===== src/rtl/bqsf_pkg.sv =====
// Shared types and constants for the Brown quadratic smoothing forecaster.
// Holds payload structs, operation codes and the controller/datapath command bundle.
// No dependencies.
package bqsf_pkg;

   // Field widths fixed by the data format
   localparam int SAMPLE_WIDTH = 32;   // Q16.16 sample and levels
   localparam int COEF_WIDTH   = 40;   // Q24.16 coefficients and forecast
   localparam int ALPHA_WIDTH  = 16;   // Q0.16 smoothing factor
   localparam int GAIN_WIDTH   = 24;   // Q8.16 gains
   localparam int CSR_INDEX_W  = 2;
   localparam int CSR_DATA_W   = 24;

   // Register indexes
   typedef enum logic [CSR_INDEX_W-1:0] {
      CSR_ALPHA      = 2'd0,
      CSR_TREND_GAIN = 2'd1,
      CSR_CURVE_GAIN = 2'd2
   } csr_index_type;

   // Register reset values
   localparam logic [ALPHA_WIDTH-1:0] ALPHA_RESET      = 16'd9830;
   localparam logic [GAIN_WIDTH-1:0]  TREND_GAIN_RESET = 24'd6786;
   localparam logic [GAIN_WIDTH-1:0]  CURVE_GAIN_RESET = 24'd2041;

   // Products computed on the shared multiplier, in issue order
   typedef enum logic [2:0] {
      OP_BLEND1  = 3'd0,   // level one towards the sample
      OP_BLEND2  = 3'd1,   // level two towards level one
      OP_BLEND3  = 3'd2,   // level three towards level two
      OP_ALPHA_E = 3'd3,   // alpha times the E sum
      OP_TREND   = 3'd4,   // weighted sum times trend gain
      OP_CURVE   = 3'd5    // curvature sum times curve gain
   } op_type;

   typedef struct packed {
      logic signed [SAMPLE_WIDTH-1:0] sample;
      logic                           start_series;
   } req_type;

   typedef struct packed {
      logic signed [SAMPLE_WIDTH-1:0] level_one;
      logic signed [SAMPLE_WIDTH-1:0] level_two;
      logic signed [SAMPLE_WIDTH-1:0] level_three;
      logic signed [COEF_WIDTH-1:0]   coef_level;
      logic signed [COEF_WIDTH-1:0]   coef_slope;
      logic signed [COEF_WIDTH-1:0]   coef_curve;
      logic signed [COEF_WIDTH-1:0]   forecast;
   } rsp_type;

   // Controller to datapath
   typedef struct packed {
      logic   accept;   // input transaction taken this cycle
      logic   load;     // first sample of a series: load all levels
      logic   set;      // form operand magnitude and gain
      logic   mul_lo;   // low digit product plus rounding
      logic   mul_hi;   // high digit product accumulate
      logic   fin;      // round, restore sign, write back
      logic   out;      // load the result register
      op_type op;
   } bqsf_cmd_type;

   // Datapath to controller
   typedef struct packed {
      logic out_free;   // result register empty or being taken
   } bqsf_status_type;

endpackage


===== src/rtl/bqsf_ctrl.sv =====
// Sequencer: steps six shared-multiplier products per sample, three at a series start.
// Depends on bqsf_pkg; drives bqsf_datapath through bqsf_cmd_type.
module bqsf_ctrl import bqsf_pkg::*; (
   input  logic            clock,
   input  logic            reset,
   input  logic            req_valid,
   input  logic            req_start,
   output logic            req_ready,
   input  bqsf_status_type status,
   output bqsf_cmd_type    cmd
);

   typedef enum logic [5:0] {
      ST_IDLE = 6'b000001,
      ST_SET  = 6'b000010,
      ST_LO   = 6'b000100,
      ST_HI   = 6'b001000,
      ST_FIN  = 6'b010000,
      ST_OUT  = 6'b100000
   } state_type;

   state_type state_ff, state_in;
   op_type    op_ff, op_in;
   logic      started_ff, started_in;
   logic      accept;

   assign req_ready = (state_ff == ST_IDLE);
   assign accept    = req_valid & req_ready;

   // Next state and command decode
   always_comb begin
      state_in   = state_ff;
      op_in      = op_ff;
      started_in = started_ff;
      cmd        = '0;
      cmd.op     = op_ff;
      case (state_ff)
         ST_IDLE: begin
            if (accept) begin
               cmd.accept = 1'b1;
               cmd.load   = req_start | ~started_ff;
               started_in = 1'b1;
               // a fresh series skips the level updates
               op_in      = (req_start | ~started_ff) ? OP_ALPHA_E : OP_BLEND1;
               state_in   = ST_SET;
            end
         end
         ST_SET: begin
            cmd.set  = 1'b1;
            state_in = ST_LO;
         end
         ST_LO: begin
            cmd.mul_lo = 1'b1;
            // level differences fit the low digit
            if (op_ff inside {OP_BLEND1, OP_BLEND2, OP_BLEND3}) begin
               state_in = ST_FIN;
            end else begin
               state_in = ST_HI;
            end
         end
         ST_HI: begin
            cmd.mul_hi = 1'b1;
            state_in   = ST_FIN;
         end
         ST_FIN: begin
            cmd.fin  = 1'b1;
            state_in = ST_SET;
            case (op_ff)
               OP_BLEND1:  op_in = OP_BLEND2;
               OP_BLEND2:  op_in = OP_BLEND3;
               OP_BLEND3:  op_in = OP_ALPHA_E;
               OP_ALPHA_E: op_in = OP_TREND;
               OP_TREND:   op_in = OP_CURVE;
               OP_CURVE:   state_in = ST_OUT;
               default:    state_in = ST_OUT;
            endcase
         end
         ST_OUT: begin
            if (status.out_free) begin
               cmd.out  = 1'b1;
               state_in = ST_IDLE;
            end
         end
         default: begin
            state_in = ST_IDLE;
         end
      endcase
   end

   always_ff @(posedge clock) begin
      if (reset) begin
         state_ff   <= ST_IDLE;
         op_ff      <= OP_BLEND1;
         started_ff <= 1'b0;
      end else begin
         state_ff   <= state_in;
         op_ff      <= op_in;
         started_ff <= started_in;
      end
   end

endmodule


===== src/rtl/bqsf_datapath.sv =====
// Datapath for the forecaster: levels, config registers, shared 32x24 multiplier,
// coefficient registers and the result register. Depends on bqsf_pkg.
module bqsf_datapath import bqsf_pkg::*; (
   input  logic                  clock,
   input  logic                  reset,
   input  bqsf_cmd_type          cmd,
   output bqsf_status_type       status,
   input  req_type               req_data,
   output logic                  rsp_valid,
   input  logic                  rsp_ready,
   output rsp_type               rsp_data,
   input  logic                  csr_we,
   input  logic [CSR_INDEX_W-1:0] csr_index,
   input  logic [CSR_DATA_W-1:0] csr_data
);

   localparam int OPND_W  = COEF_WIDTH;             // operand and intermediate sums
   localparam int DIGIT_W = 32;                     // low digit of the multiplier
   localparam int HI_W    = OPND_W - DIGIT_W;
   localparam int ACC_W   = 64;
   localparam int FRAC_W  = 16;
   localparam int Q_W     = ACC_W - FRAC_W;
   localparam int QS_W    = Q_W + 1;
   localparam logic [FRAC_W-1:0] RND_UP   = FRAC_W'(1) << (FRAC_W - 1);
   localparam logic [FRAC_W-1:0] RND_DOWN = RND_UP - FRAC_W'(1);

   // Clamp to the coefficient range
   function automatic logic signed [COEF_WIDTH-1:0] sat_coef(
      input logic signed [QS_W-1:0] v
   );
      logic [QS_W-COEF_WIDTH:0] top;
      top = v[QS_W-1:COEF_WIDTH-1];
      if (top == '0 || top == '1) begin
         return v[COEF_WIDTH-1:0];
      end else if (v[QS_W-1]) begin
         return {1'b1, {(COEF_WIDTH-1){1'b0}}};
      end else begin
         return {1'b0, {(COEF_WIDTH-1){1'b1}}};
      end
   endfunction

   // Config registers
   logic [ALPHA_WIDTH-1:0] alpha_ff, alpha_in;
   logic [GAIN_WIDTH-1:0]  trend_gain_ff, trend_gain_in;
   logic [GAIN_WIDTH-1:0]  curve_gain_ff, curve_gain_in;

   // State and working registers
   logic signed [SAMPLE_WIDTH-1:0] x_ff, x_in;
   logic signed [SAMPLE_WIDTH-1:0] l1_ff, l1_in, l2_ff, l2_in, l3_ff, l3_in;
   logic [OPND_W-1:0]              mag_ff, mag_in;
   logic                           neg_ff, neg_in;
   logic [GAIN_WIDTH-1:0]          gain_ff, gain_in;
   logic [ACC_W-1:0]               acc_ff, acc_in;
   logic signed [OPND_W-1:0]       w_ff, w_in;
   logic signed [COEF_WIDTH-1:0]   a_ff, a_in, b_ff, b_in, c_ff, c_in;
   logic                           rsp_valid_ff, rsp_valid_in;
   rsp_type                        rsp_data_ff, rsp_data_in;

   // Combinational terms
   logic signed [OPND_W-1:0]       x_e, l1_e, l2_e, l3_e;
   logic signed [OPND_W-1:0]       sum_e, sum_d, sum_s, opnd;
   logic [DIGIT_W+GAIN_WIDTH-1:0]  lo_prod;
   logic [HI_W+GAIN_WIDTH-1:0]     hi_prod;
   logic [FRAC_W-1:0]              rnd;
   logic                           is_blend;
   logic [Q_W-1:0]                 q;
   logic signed [QS_W-1:0]         q_pos, qs, old_e, lvl_sum;
   logic signed [QS_W-1:0]         a_w, b_w, c_w, f2;

   // Config writes
   always_comb begin
      alpha_in      = alpha_ff;
      trend_gain_in = trend_gain_ff;
      curve_gain_in = curve_gain_ff;
      if (csr_we) begin
         case (csr_index)
            CSR_ALPHA:      alpha_in      = csr_data[ALPHA_WIDTH-1:0];
            CSR_TREND_GAIN: trend_gain_in = csr_data[GAIN_WIDTH-1:0];
            CSR_CURVE_GAIN: curve_gain_in = csr_data[GAIN_WIDTH-1:0];
            default: ;
         endcase
      end
   end

   // Level sums used by the coefficients
   always_comb begin
      x_e  = {{(OPND_W-SAMPLE_WIDTH){x_ff[SAMPLE_WIDTH-1]}}, x_ff};
      l1_e = {{(OPND_W-SAMPLE_WIDTH){l1_ff[SAMPLE_WIDTH-1]}}, l1_ff};
      l2_e = {{(OPND_W-SAMPLE_WIDTH){l2_ff[SAMPLE_WIDTH-1]}}, l2_ff};
      l3_e = {{(OPND_W-SAMPLE_WIDTH){l3_ff[SAMPLE_WIDTH-1]}}, l3_ff};
      // E = 5l1 - 8l2 + 3l3
      sum_e = (l1_e <<< 2) + l1_e - (l2_e <<< 3) + (l3_e <<< 1) + l3_e;
      // D = 6l1 - 10l2 + 4l3
      sum_d = (l1_e <<< 2) + (l1_e <<< 1) - (l2_e <<< 3) - (l2_e <<< 1) + (l3_e <<< 2);
      // l1 - 2l2 + l3
      sum_s = l1_e - (l2_e <<< 1) + l3_e;
   end

   // Operand select for the current product
   always_comb begin
      case (cmd.op)
         OP_BLEND1:  opnd = x_e - l1_e;
         OP_BLEND2:  opnd = l1_e - l2_e;
         OP_BLEND3:  opnd = l2_e - l3_e;
         OP_ALPHA_E: opnd = sum_e;
         OP_TREND:   opnd = w_ff;
         OP_CURVE:   opnd = sum_s;
         default:    opnd = '0;
      endcase
   end

   assign is_blend = cmd.op inside {OP_BLEND1, OP_BLEND2, OP_BLEND3};
   // blends round the signed product half up; gain products round half away from zero
   assign rnd      = (neg_ff && is_blend) ? RND_DOWN : RND_UP;
   assign lo_prod  = mag_ff[DIGIT_W-1:0] * gain_ff;
   assign hi_prod  = mag_ff[OPND_W-1:DIGIT_W] * gain_ff;
   assign q        = acc_ff[ACC_W-1:FRAC_W];
   assign q_pos    = $signed({1'b0, q});
   assign qs       = neg_ff ? -q_pos : q_pos;

   // Forecast from saturated coefficients, (2a + 2b + c + 1) floored by two
   always_comb begin
      a_w = {{(QS_W-COEF_WIDTH){a_ff[COEF_WIDTH-1]}}, a_ff};
      b_w = {{(QS_W-COEF_WIDTH){b_ff[COEF_WIDTH-1]}}, b_ff};
      c_w = {{(QS_W-COEF_WIDTH){c_ff[COEF_WIDTH-1]}}, c_ff};
      f2  = (a_w <<< 1) + (b_w <<< 1) + c_w + QS_W'(1);
   end

   // Working registers
   always_comb begin
      x_in    = x_ff;
      l1_in   = l1_ff;
      l2_in   = l2_ff;
      l3_in   = l3_ff;
      mag_in  = mag_ff;
      neg_in  = neg_ff;
      gain_in = gain_ff;
      acc_in  = acc_ff;
      w_in    = w_ff;
      a_in    = a_ff;
      b_in    = b_ff;
      c_in    = c_ff;
      old_e   = '0;
      lvl_sum = '0;

      if (cmd.accept) begin
         x_in = req_data.sample;
         if (cmd.load) begin
            l1_in = req_data.sample;
            l2_in = req_data.sample;
            l3_in = req_data.sample;
         end
      end

      // operand magnitude, sign and gain
      if (cmd.set) begin
         neg_in = opnd[OPND_W-1];
         mag_in = opnd[OPND_W-1] ? OPND_W'(-opnd) : OPND_W'(opnd);
         case (cmd.op)
            OP_TREND: gain_in = trend_gain_ff;
            OP_CURVE: gain_in = curve_gain_ff;
            default:  gain_in = {{(GAIN_WIDTH-ALPHA_WIDTH){1'b0}}, alpha_ff};
         endcase
         // levels are final once the E product starts; a = 3l1 - 3l2 + l3
         if (cmd.op == OP_ALPHA_E) begin
            a_in = (l1_e <<< 1) + l1_e - (l2_e <<< 1) - l2_e + l3_e;
         end
      end

      if (cmd.mul_lo) begin
         acc_in = ACC_W'(lo_prod) + ACC_W'(rnd);
      end

      if (cmd.mul_hi) begin
         acc_in = acc_ff + (ACC_W'(hi_prod) << DIGIT_W);
      end

      // write back the rounded product
      if (cmd.fin) begin
         case (cmd.op)
            OP_BLEND1: old_e = {{(QS_W-SAMPLE_WIDTH){l1_ff[SAMPLE_WIDTH-1]}}, l1_ff};
            OP_BLEND2: old_e = {{(QS_W-SAMPLE_WIDTH){l2_ff[SAMPLE_WIDTH-1]}}, l2_ff};
            default:   old_e = {{(QS_W-SAMPLE_WIDTH){l3_ff[SAMPLE_WIDTH-1]}}, l3_ff};
         endcase
         lvl_sum = old_e + qs;
         case (cmd.op)
            OP_BLEND1:  l1_in = lvl_sum[SAMPLE_WIDTH-1:0];
            OP_BLEND2:  l2_in = lvl_sum[SAMPLE_WIDTH-1:0];
            OP_BLEND3:  l3_in = lvl_sum[SAMPLE_WIDTH-1:0];
            OP_ALPHA_E: w_in  = sum_d - qs[OPND_W-1:0];
            OP_TREND:   b_in  = sat_coef(qs);
            OP_CURVE:   c_in  = sat_coef(qs);
            default: ;
         endcase
      end
   end

   // Result register
   always_comb begin
      rsp_data_in  = rsp_data_ff;
      rsp_valid_in = rsp_valid_ff & ~rsp_ready;
      if (cmd.out) begin
         rsp_valid_in            = 1'b1;
         rsp_data_in.level_one   = l1_ff;
         rsp_data_in.level_two   = l2_ff;
         rsp_data_in.level_three = l3_ff;
         rsp_data_in.coef_level  = a_ff;
         rsp_data_in.coef_slope  = b_ff;
         rsp_data_in.coef_curve  = c_ff;
         rsp_data_in.forecast    = sat_coef(f2 >>> 1);
      end
   end

   assign status.out_free = ~rsp_valid_ff | rsp_ready;
   assign rsp_valid       = rsp_valid_ff;
   assign rsp_data        = rsp_data_ff;

   // Control and state registers
   always_ff @(posedge clock) begin
      if (reset) begin
         alpha_ff      <= ALPHA_RESET;
         trend_gain_ff <= TREND_GAIN_RESET;
         curve_gain_ff <= CURVE_GAIN_RESET;
         l1_ff         <= '0;
         l2_ff         <= '0;
         l3_ff         <= '0;
         rsp_valid_ff  <= 1'b0;
      end else begin
         alpha_ff      <= alpha_in;
         trend_gain_ff <= trend_gain_in;
         curve_gain_ff <= curve_gain_in;
         l1_ff         <= l1_in;
         l2_ff         <= l2_in;
         l3_ff         <= l3_in;
         rsp_valid_ff  <= rsp_valid_in;
      end
   end

   // Payload registers
   always_ff @(posedge clock) begin
      x_ff        <= x_in;
      mag_ff      <= mag_in;
      neg_ff      <= neg_in;
      gain_ff     <= gain_in;
      acc_ff      <= acc_in;
      w_ff        <= w_in;
      a_ff        <= a_in;
      b_ff        <= b_in;
      c_ff        <= c_in;
      rsp_data_ff <= rsp_data_in;
   end

endmodule


===== src/rtl/brown_quadratic_smoothing_forecast.sv =====
// Brown quadratic smoothing forecaster, top level. Uses bqsf_pkg, bqsf_ctrl, bqsf_datapath.
// One transaction at a time: the next sample is accepted only once the current result has
// been loaded into the output register. One shared 32x24 multiplier forms the products in
// turn: six for a continuing sample, three for a series start, which skips the level updates.
// A waiting result holds in the output register; the next transaction is taken meanwhile.
// Synchronous reset clears levels, series flag and output valid, and reloads the gains.
module brown_quadratic_smoothing_forecast import bqsf_pkg::*; (
   input  logic                   clock,
   input  logic                   reset,
   input  logic                   req_valid,
   output logic                   req_ready,
   input  req_type                req_data,
   output logic                   rsp_valid,
   input  logic                   rsp_ready,
   output rsp_type                rsp_data,
   input  logic                   csr_we,
   input  logic [CSR_INDEX_W-1:0] csr_index,
   input  logic [CSR_DATA_W-1:0]  csr_data
);

   bqsf_cmd_type    cmd;
   bqsf_status_type status;

   // Sequencer
   bqsf_ctrl u_ctrl (
      .clock     (clock),
      .reset     (reset),
      .req_valid (req_valid),
      .req_start (req_data.start_series),
      .req_ready (req_ready),
      .status    (status),
      .cmd       (cmd)
   );

   // Arithmetic and storage
   bqsf_datapath u_datapath (
      .clock     (clock),
      .reset     (reset),
      .cmd       (cmd),
      .status    (status),
      .req_data  (req_data),
      .rsp_valid (rsp_valid),
      .rsp_ready (rsp_ready),
      .rsp_data  (rsp_data),
      .csr_we    (csr_we),
      .csr_index (csr_index),
      .csr_data  (csr_data)
   );

endmodule


===== config.mk =====
export PLATFORM = sky130hd
export DESIGN_NAME = brown_quadratic_smoothing_forecast
export DESIGN_NICKNAME = d
export VERILOG_FILES = /design/src/rtl/bqsf_pkg.sv /design/src/rtl/bqsf_ctrl.sv /design/src/rtl/bqsf_datapath.sv /design/src/rtl/brown_quadratic_smoothing_forecast.sv
export SDC_FILE = /design/constraint.sdc
export NUM_CORES = 2
export LEC_CHECK = 0
export BUFFER_PORTS_ARGS = -buffer_cell sky130_fd_sc_hd__buf_4
export CAP_MARGIN = 20
export CORE_MARGIN = 2
export CORE_UTILIZATION = 48
export CTS_BUF_LIST = sky130_fd_sc_hd__clkbuf_8 sky130_fd_sc_hd__clkbuf_16
export DETAILED_ROUTE_END_ITERATION = 6
export GPL_ROUTABILITY_DRIVEN = 0
export PLACE_DENSITY_LB_ADDON = 0.05
export SLEW_MARGIN = 10
export SYNTH_ARGS = -nofsm -noshare
export SYNTH_HDL_FRONTEND = slang
export SYNTH_HIERARCHICAL = 1
export SYNTH_SLANG_ARGS = --single-unit

===== constraint.sdc =====
create_clock -name clock -period 16.3 [get_ports clock]
set_input_delay 0.815 -clock clock [delete_from_list [all_inputs] [get_ports clock]]
set_output_delay 0.815 -clock clock [all_outputs]
set_load 0.01 [all_outputs]

Word level (Yosys, flattened, before mapping)
Cells that the tools add are included.
- register bits after elaboration: 748
- input bits: 64
- output and inout port bits: 258
- logic and storage cells: 144
- add/sub/neg operators: 26
- multipliers: 2
- equal/unequal tests: 18
- mux-type cells: 43
- bitwise gates (word level): 7
- reductions and logical operators: 21
- operator list (operator ; count):
    $mux 32 ; 13
    $pmux 40 s6 ; 1
    $mux 40 ; 4
    $mux 64 ; 2
    $sub 32x32->33 ; 3
    $add 40x32->40 ; 2
    $sub 35x35->36 ; 2
    $add 34x32->35 ; 2
    $add 64x64->64 ; 1
    $pmux 32 s2 ; 1
    $add 56x16->57 ; 1
    $mul 32x24->56 ; 1
    $add 49x2->49 const B ; 1
    $mux 49 ; 1
    $neg 48->49 ; 1
    $pmux 24 s2 ; 1
    $add 42x40->43 ; 1
    $add 41x41->42 ; 1
    $add 40x34->40 ; 1
    $neg 40->40 ; 1
    $sub 40x40->40 ; 1
    $mux 39 ; 1
    $add 36x33->37 ; 1
    $sub 36x33->37 ; 1
    other kinds (43) ; 72

Logic depth before layout (Yosys ltp)
- depth after elaboration: 8
- mapped depth: 32
- mapped depth without buffers: 32

By module
The synthesis kept the hierarchy.
- by module, submodules not included (module ; times used ; cells each ; area each (µm²) ; seq. area each (µm²)):
    bqsf_datapath ; 1 ; 9115 ; 86807.0 ; 19889.1
    bqsf_ctrl ; 1 ; 69 ; 585.6 ; 200.2

Least setup slack after synthesis
OpenSTA, ideal clock, no wires.
- path kind: reg2reg
- start: register u_datapath.gain_ff[0]
- end: register u_datapath.acc_ff[56] (data pin)
- arrival time: 7390 ps
- path slack: 8644 ps
- stages on the path, launching flop included: 29
- path buffers: 2
- cells stage by stage: edfxtp_1 -> clkbuf_1 -> clkbuf_1 -> and2_1 -> fa_1 -> inv_1 -> fa_1 -> fa_1 -> fa_1 -> inv_1 -> fa_1 -> fa_1 -> inv_1 -> fa_1 -> inv_1 -> ha_1 -> a21o_1 -> a21o_1 -> a21oi_1 -> nor2_1 -> a211oi_1 -> a211oi_1 -> o211ai_1 -> a311oi_1 -> o21ai_0 -> o221ai_1 -> a221oi_1 -> xnor2_1 -> o21ai_0
- longest elaborated chain between the ends: 4
- elaborated cells between the ends (all ways): 6
- those cells by class: add/sub (2); mul (2); mux (2)
- ends and longest elaborated chain (what ; RTL line ; text):
    start, declared ; bqsf_datapath.sv:52 ; logic [GAIN_WIDTH-1:0] gain_ff, gain_in;
    start signal, assigned ; bqsf_datapath.sv:244 ; gain_ff <= gain_in;
    $mul 32x24->56 ; bqsf_datapath.sv:115 ; assign lo_prod = mag_ff[DIGIT_W-1:0] * gain_ff;
    $add 56x16->57 ; bqsf_datapath.sv:171 ; acc_in = ACC_W'(lo_prod) + ACC_W'(rnd);
    $mux 64 ; bqsf_datapath.sv:170 ; if (cmd.mul_lo) begin
    $mux 64 * ; bqsf_datapath.sv:174 ; if (cmd.mul_hi) begin
    via u_datapath.acc_in[56] ; bqsf_datapath.sv:53 ; logic [ACC_W-1:0] acc_ff, acc_in;
    end signal, assigned ; bqsf_datapath.sv:245 ; acc_ff <= acc_in;
    end, declared ; bqsf_datapath.sv:53 ;
Mark *: on every way through the listed nets, which the timed path passes. The rest lies on a longest branch. The select of a mux whose other input is x is not followed.
A chain may end at the register's enable or synchronous reset.

Worst setup path in the final report
- start: register u_datapath.mag_ff[10]
- end: register u_datapath.acc_ff[56] (data pin)
- longest elaborated chain between the ends: 4
- ends and longest elaborated chain (what ; RTL line ; text):
    start, declared ; bqsf_datapath.sv:50 ; logic [OPND_W-1:0] mag_ff, mag_in;
    start signal, assigned ; bqsf_datapath.sv:242 ; mag_ff <= mag_in;
    $mul 32x24->56 ; bqsf_datapath.sv:115 ;
    $add 56x16->57 ; bqsf_datapath.sv:171 ;
    $mux 64 ; bqsf_datapath.sv:170 ;
    $mux 64 ; bqsf_datapath.sv:174 ;
    via u_datapath.acc_in[56] ; bqsf_datapath.sv:53 ;
The timed path passes the listed nets, and every way through them passes these cells. The select of a mux whose other input is x is not followed.

==> impl_metrics.ini <==
[outcome]
status = finished clean

[detailed_routing]
drtPass1Iterations = 7
wl_met1_microns = 130300
met3_wirelength_microns = 31250
met2_length_microns = 119400
drtIter0Drc = 7134
drt-wirelength-per-cell_microns = 24.84
viasPerCell = 5.903
drc = 0
top_layer_used = met5
vias = 69620
wl_microns = 292900
ant_nets = 0

[yosys]
synth-edff-count = 555
synth_seq_cells = 726
synth.avg_cell_area_sq_um = 9.516
synth_ff_type = edfxtp_1
yosysSeqAreaShare_pct = 22.99
synth_top_family_by_area = adder cells
synth_warnings = 6
async_flop_share_pct = 0
synth-compound-area-share_pct = 12.79
syn_inst = 9184
synth_cell_types = 104
synth_xor_area_share_pct = 3.944
syn-num-nets = 11070
netlist_area_sq_mm = 0.08739
synthMuxAreaShare_pct = 1.463
synth-adder-area-share_pct = 36.10
synthSimpleGateAreaFrac_pct = 15.28

[floorplanning]
initial_core_util_pct = 48.35
boundaryPins = 322
dieArea_sq_mm = 0.1855
die_y_microns = 430.7
dieWidth_microns = 430.7
core.rowCount = 156
core-area_sq_mm = 0.1807

[critical_path]
crit_family = adder cells
path_buf_inv = 5
cp-end-kind = flop
critical-path-max-stage-delay_ns = 1.01
r2r_start = u_datapath/mag_ff[10]
crit_type = reg2reg
cp_max_fo = 24
worstSetupStartpoint = u_datapath/mag_ff[10]
worstPathRequired_ns = 16.75
cp.arrival_ns = 9.37
crit_slowest_cell = edfxtp_1
setup.worst_path.start_class = flop
crit_top_cell = fa_1

[timing]
finalHoldViolations = 0
tightest_slew_ns = 1.219
slew-limit-headroom_pct = 18.69
hold_ws_ns = 0.2480
rsz0062_at_grt = no
fin_crit_ns = 8.915
fin_crit_sh_pct = 54.69
drv_slew = 0
setup-tns-final_ns = 0
setup_viol = 0
finClkSkew_ns = 0.06514
fmax_mhz = 112.2

[job]
maxCapViolations = 0

[grt]
grt_first_pass_wirelength_microns = 442600
track_usage_pct = 31.56
grt-ovfl-total = 0
grt_pass1_vias = 69450
antenna_found_initial = 14
grt_max_degree = 103

[layout]
fill_cells = 16630
nets = 11220
area_growth_pct = 9.108
drive_gt1_share_pct = 7.345
layout_commonest_cell = inv_1
mostFrequentLayoutCells = inv_1 (1355), fa_1 (1162), nand2_1 (952)

[placement]
numPortBuffers = 321
dp_hpwl_microns = 235000

[clock_network]
clk-insertion-delay-late_ns = 0.77
cts_buffers = 87
cts_tree = built
postCtsSetupBuffers = 0
cts_buffer_depth = 3
clock-root-buffer = clkbuf_16
cts_sinks = 726
cts_max_level = 3
clk_pin_slew_ns = 0.07
post_cts_resized = 0
ctsHoldBuffers = 0

[min_path]
hold_path_class = in2reg
min-delay-start = req_data[6]
[sequential cells by signal, summed over array words and instances (netlist names)]
register                  flops
u_datapath/l1_ff             32
u_ctrl/started_ff             1
u_datapath/c_ff              40
u_datapath/rsp_valid          1
u_ctrl/op_ff                  3
u_datapath/curve_gain_ff     24
u_datapath/a_ff              37
u_datapath/rsp_data         253
u_datapath/mag_ff            40
u_datapath/l3_ff             32
u_datapath/b_ff              40
u_datapath/x_ff              32
u_datapath/l2_ff             32
u_datapath/gain_ff           24
u_datapath/w_ff              40
u_ctrl/state_ff               6
u_datapath/alpha_ff          16
u_datapath/acc_ff            48
u_datapath/neg_ff             1
u_datapath/trend_gain_ff     24
[cells in the mapped netlist, types with 82 or more instances]
master,count,area share [%]
fa_1,1162,27
ha_1,662,9.5
xnor2_1,241,2.4
o21ai_0,333,1.9
clkbuf_1,356,1.5
nor3_1,174,1.0
nand3_1,119,0.68
a21o_1,199,1.7
and3_1,82,0.59
a21oi_1,445,2.5
dfxtp_1,171,3.9
edfxtp_1,555,19
nand2_1,955,4.1
inv_1,1339,5.8
mux2i_1,121,1.4
and2_1,530,3.8
a211oi_1,176,1.5
xor2_1,150,1.5
nor2_1,400,1.7
[final cells by class]
type	instances	area [sq um]	share of cell area (%)
Timing Repair Buffer	446	3386	3.551
Inverter	1339	5026	5.271
Tap cell	2370	2965	3.110
Sequential cell	726	20090	21.07
Clock buffer	94	2296	2.408
Antenna cell	16	40.04	0.04199
Multi-Input combinational cell	6735	60970	63.94
Clock inverter	68	574.3	0.6023
[stage by stage]
step	setup WS [ns]	area (sq um)	instances	util (%)
6_report	7.385	95350	11790	52.76
2_1_floorplan	8.644	87390	9184	-
3_3_place_gp	7.465	92380	11610	51.11
4_1_cts	7.363	95250	11780	52.70
3_5_place_dp	7.365	92380	11610	51.11
5_1_grt	6.928	95310	11780	52.73
[layer usage]
metal / global-route usage (%) / up-vias
li1: - / 31000
met5: 0.2862 / -
met2: 44.47 / 3338
met4: 11.76 / 10
met3: 7.740 / 509
met1: 46.65 / 34760
[cell families (layout without fill, tap and decap cells)]
family,count (synthesis),count (layout)
other cells,0,16
buf+inv,1723,1947
xor+xnor,392,392
simple gates,2687,2687
fa+ha+maj,1824,1824
flops,726,726
compound gates,1705,1705
mux,127,127
[worst paths after layout]
kind                           endpoint  slack [ns]  cells after the start
setup / recovery  u_datapath/acc_ff[56]        7.39                     27
hold / removal       u_datapath/x_ff[5]        0.25                      1
hold reg to reg       u_ctrl/started_ff        0.44                      2
setup reg to reg  u_datapath/acc_ff[56]        7.39                     27
Power is not shown: default switching activity piles up to over one toggle a cycle in this logic, so the estimate is an artifact.
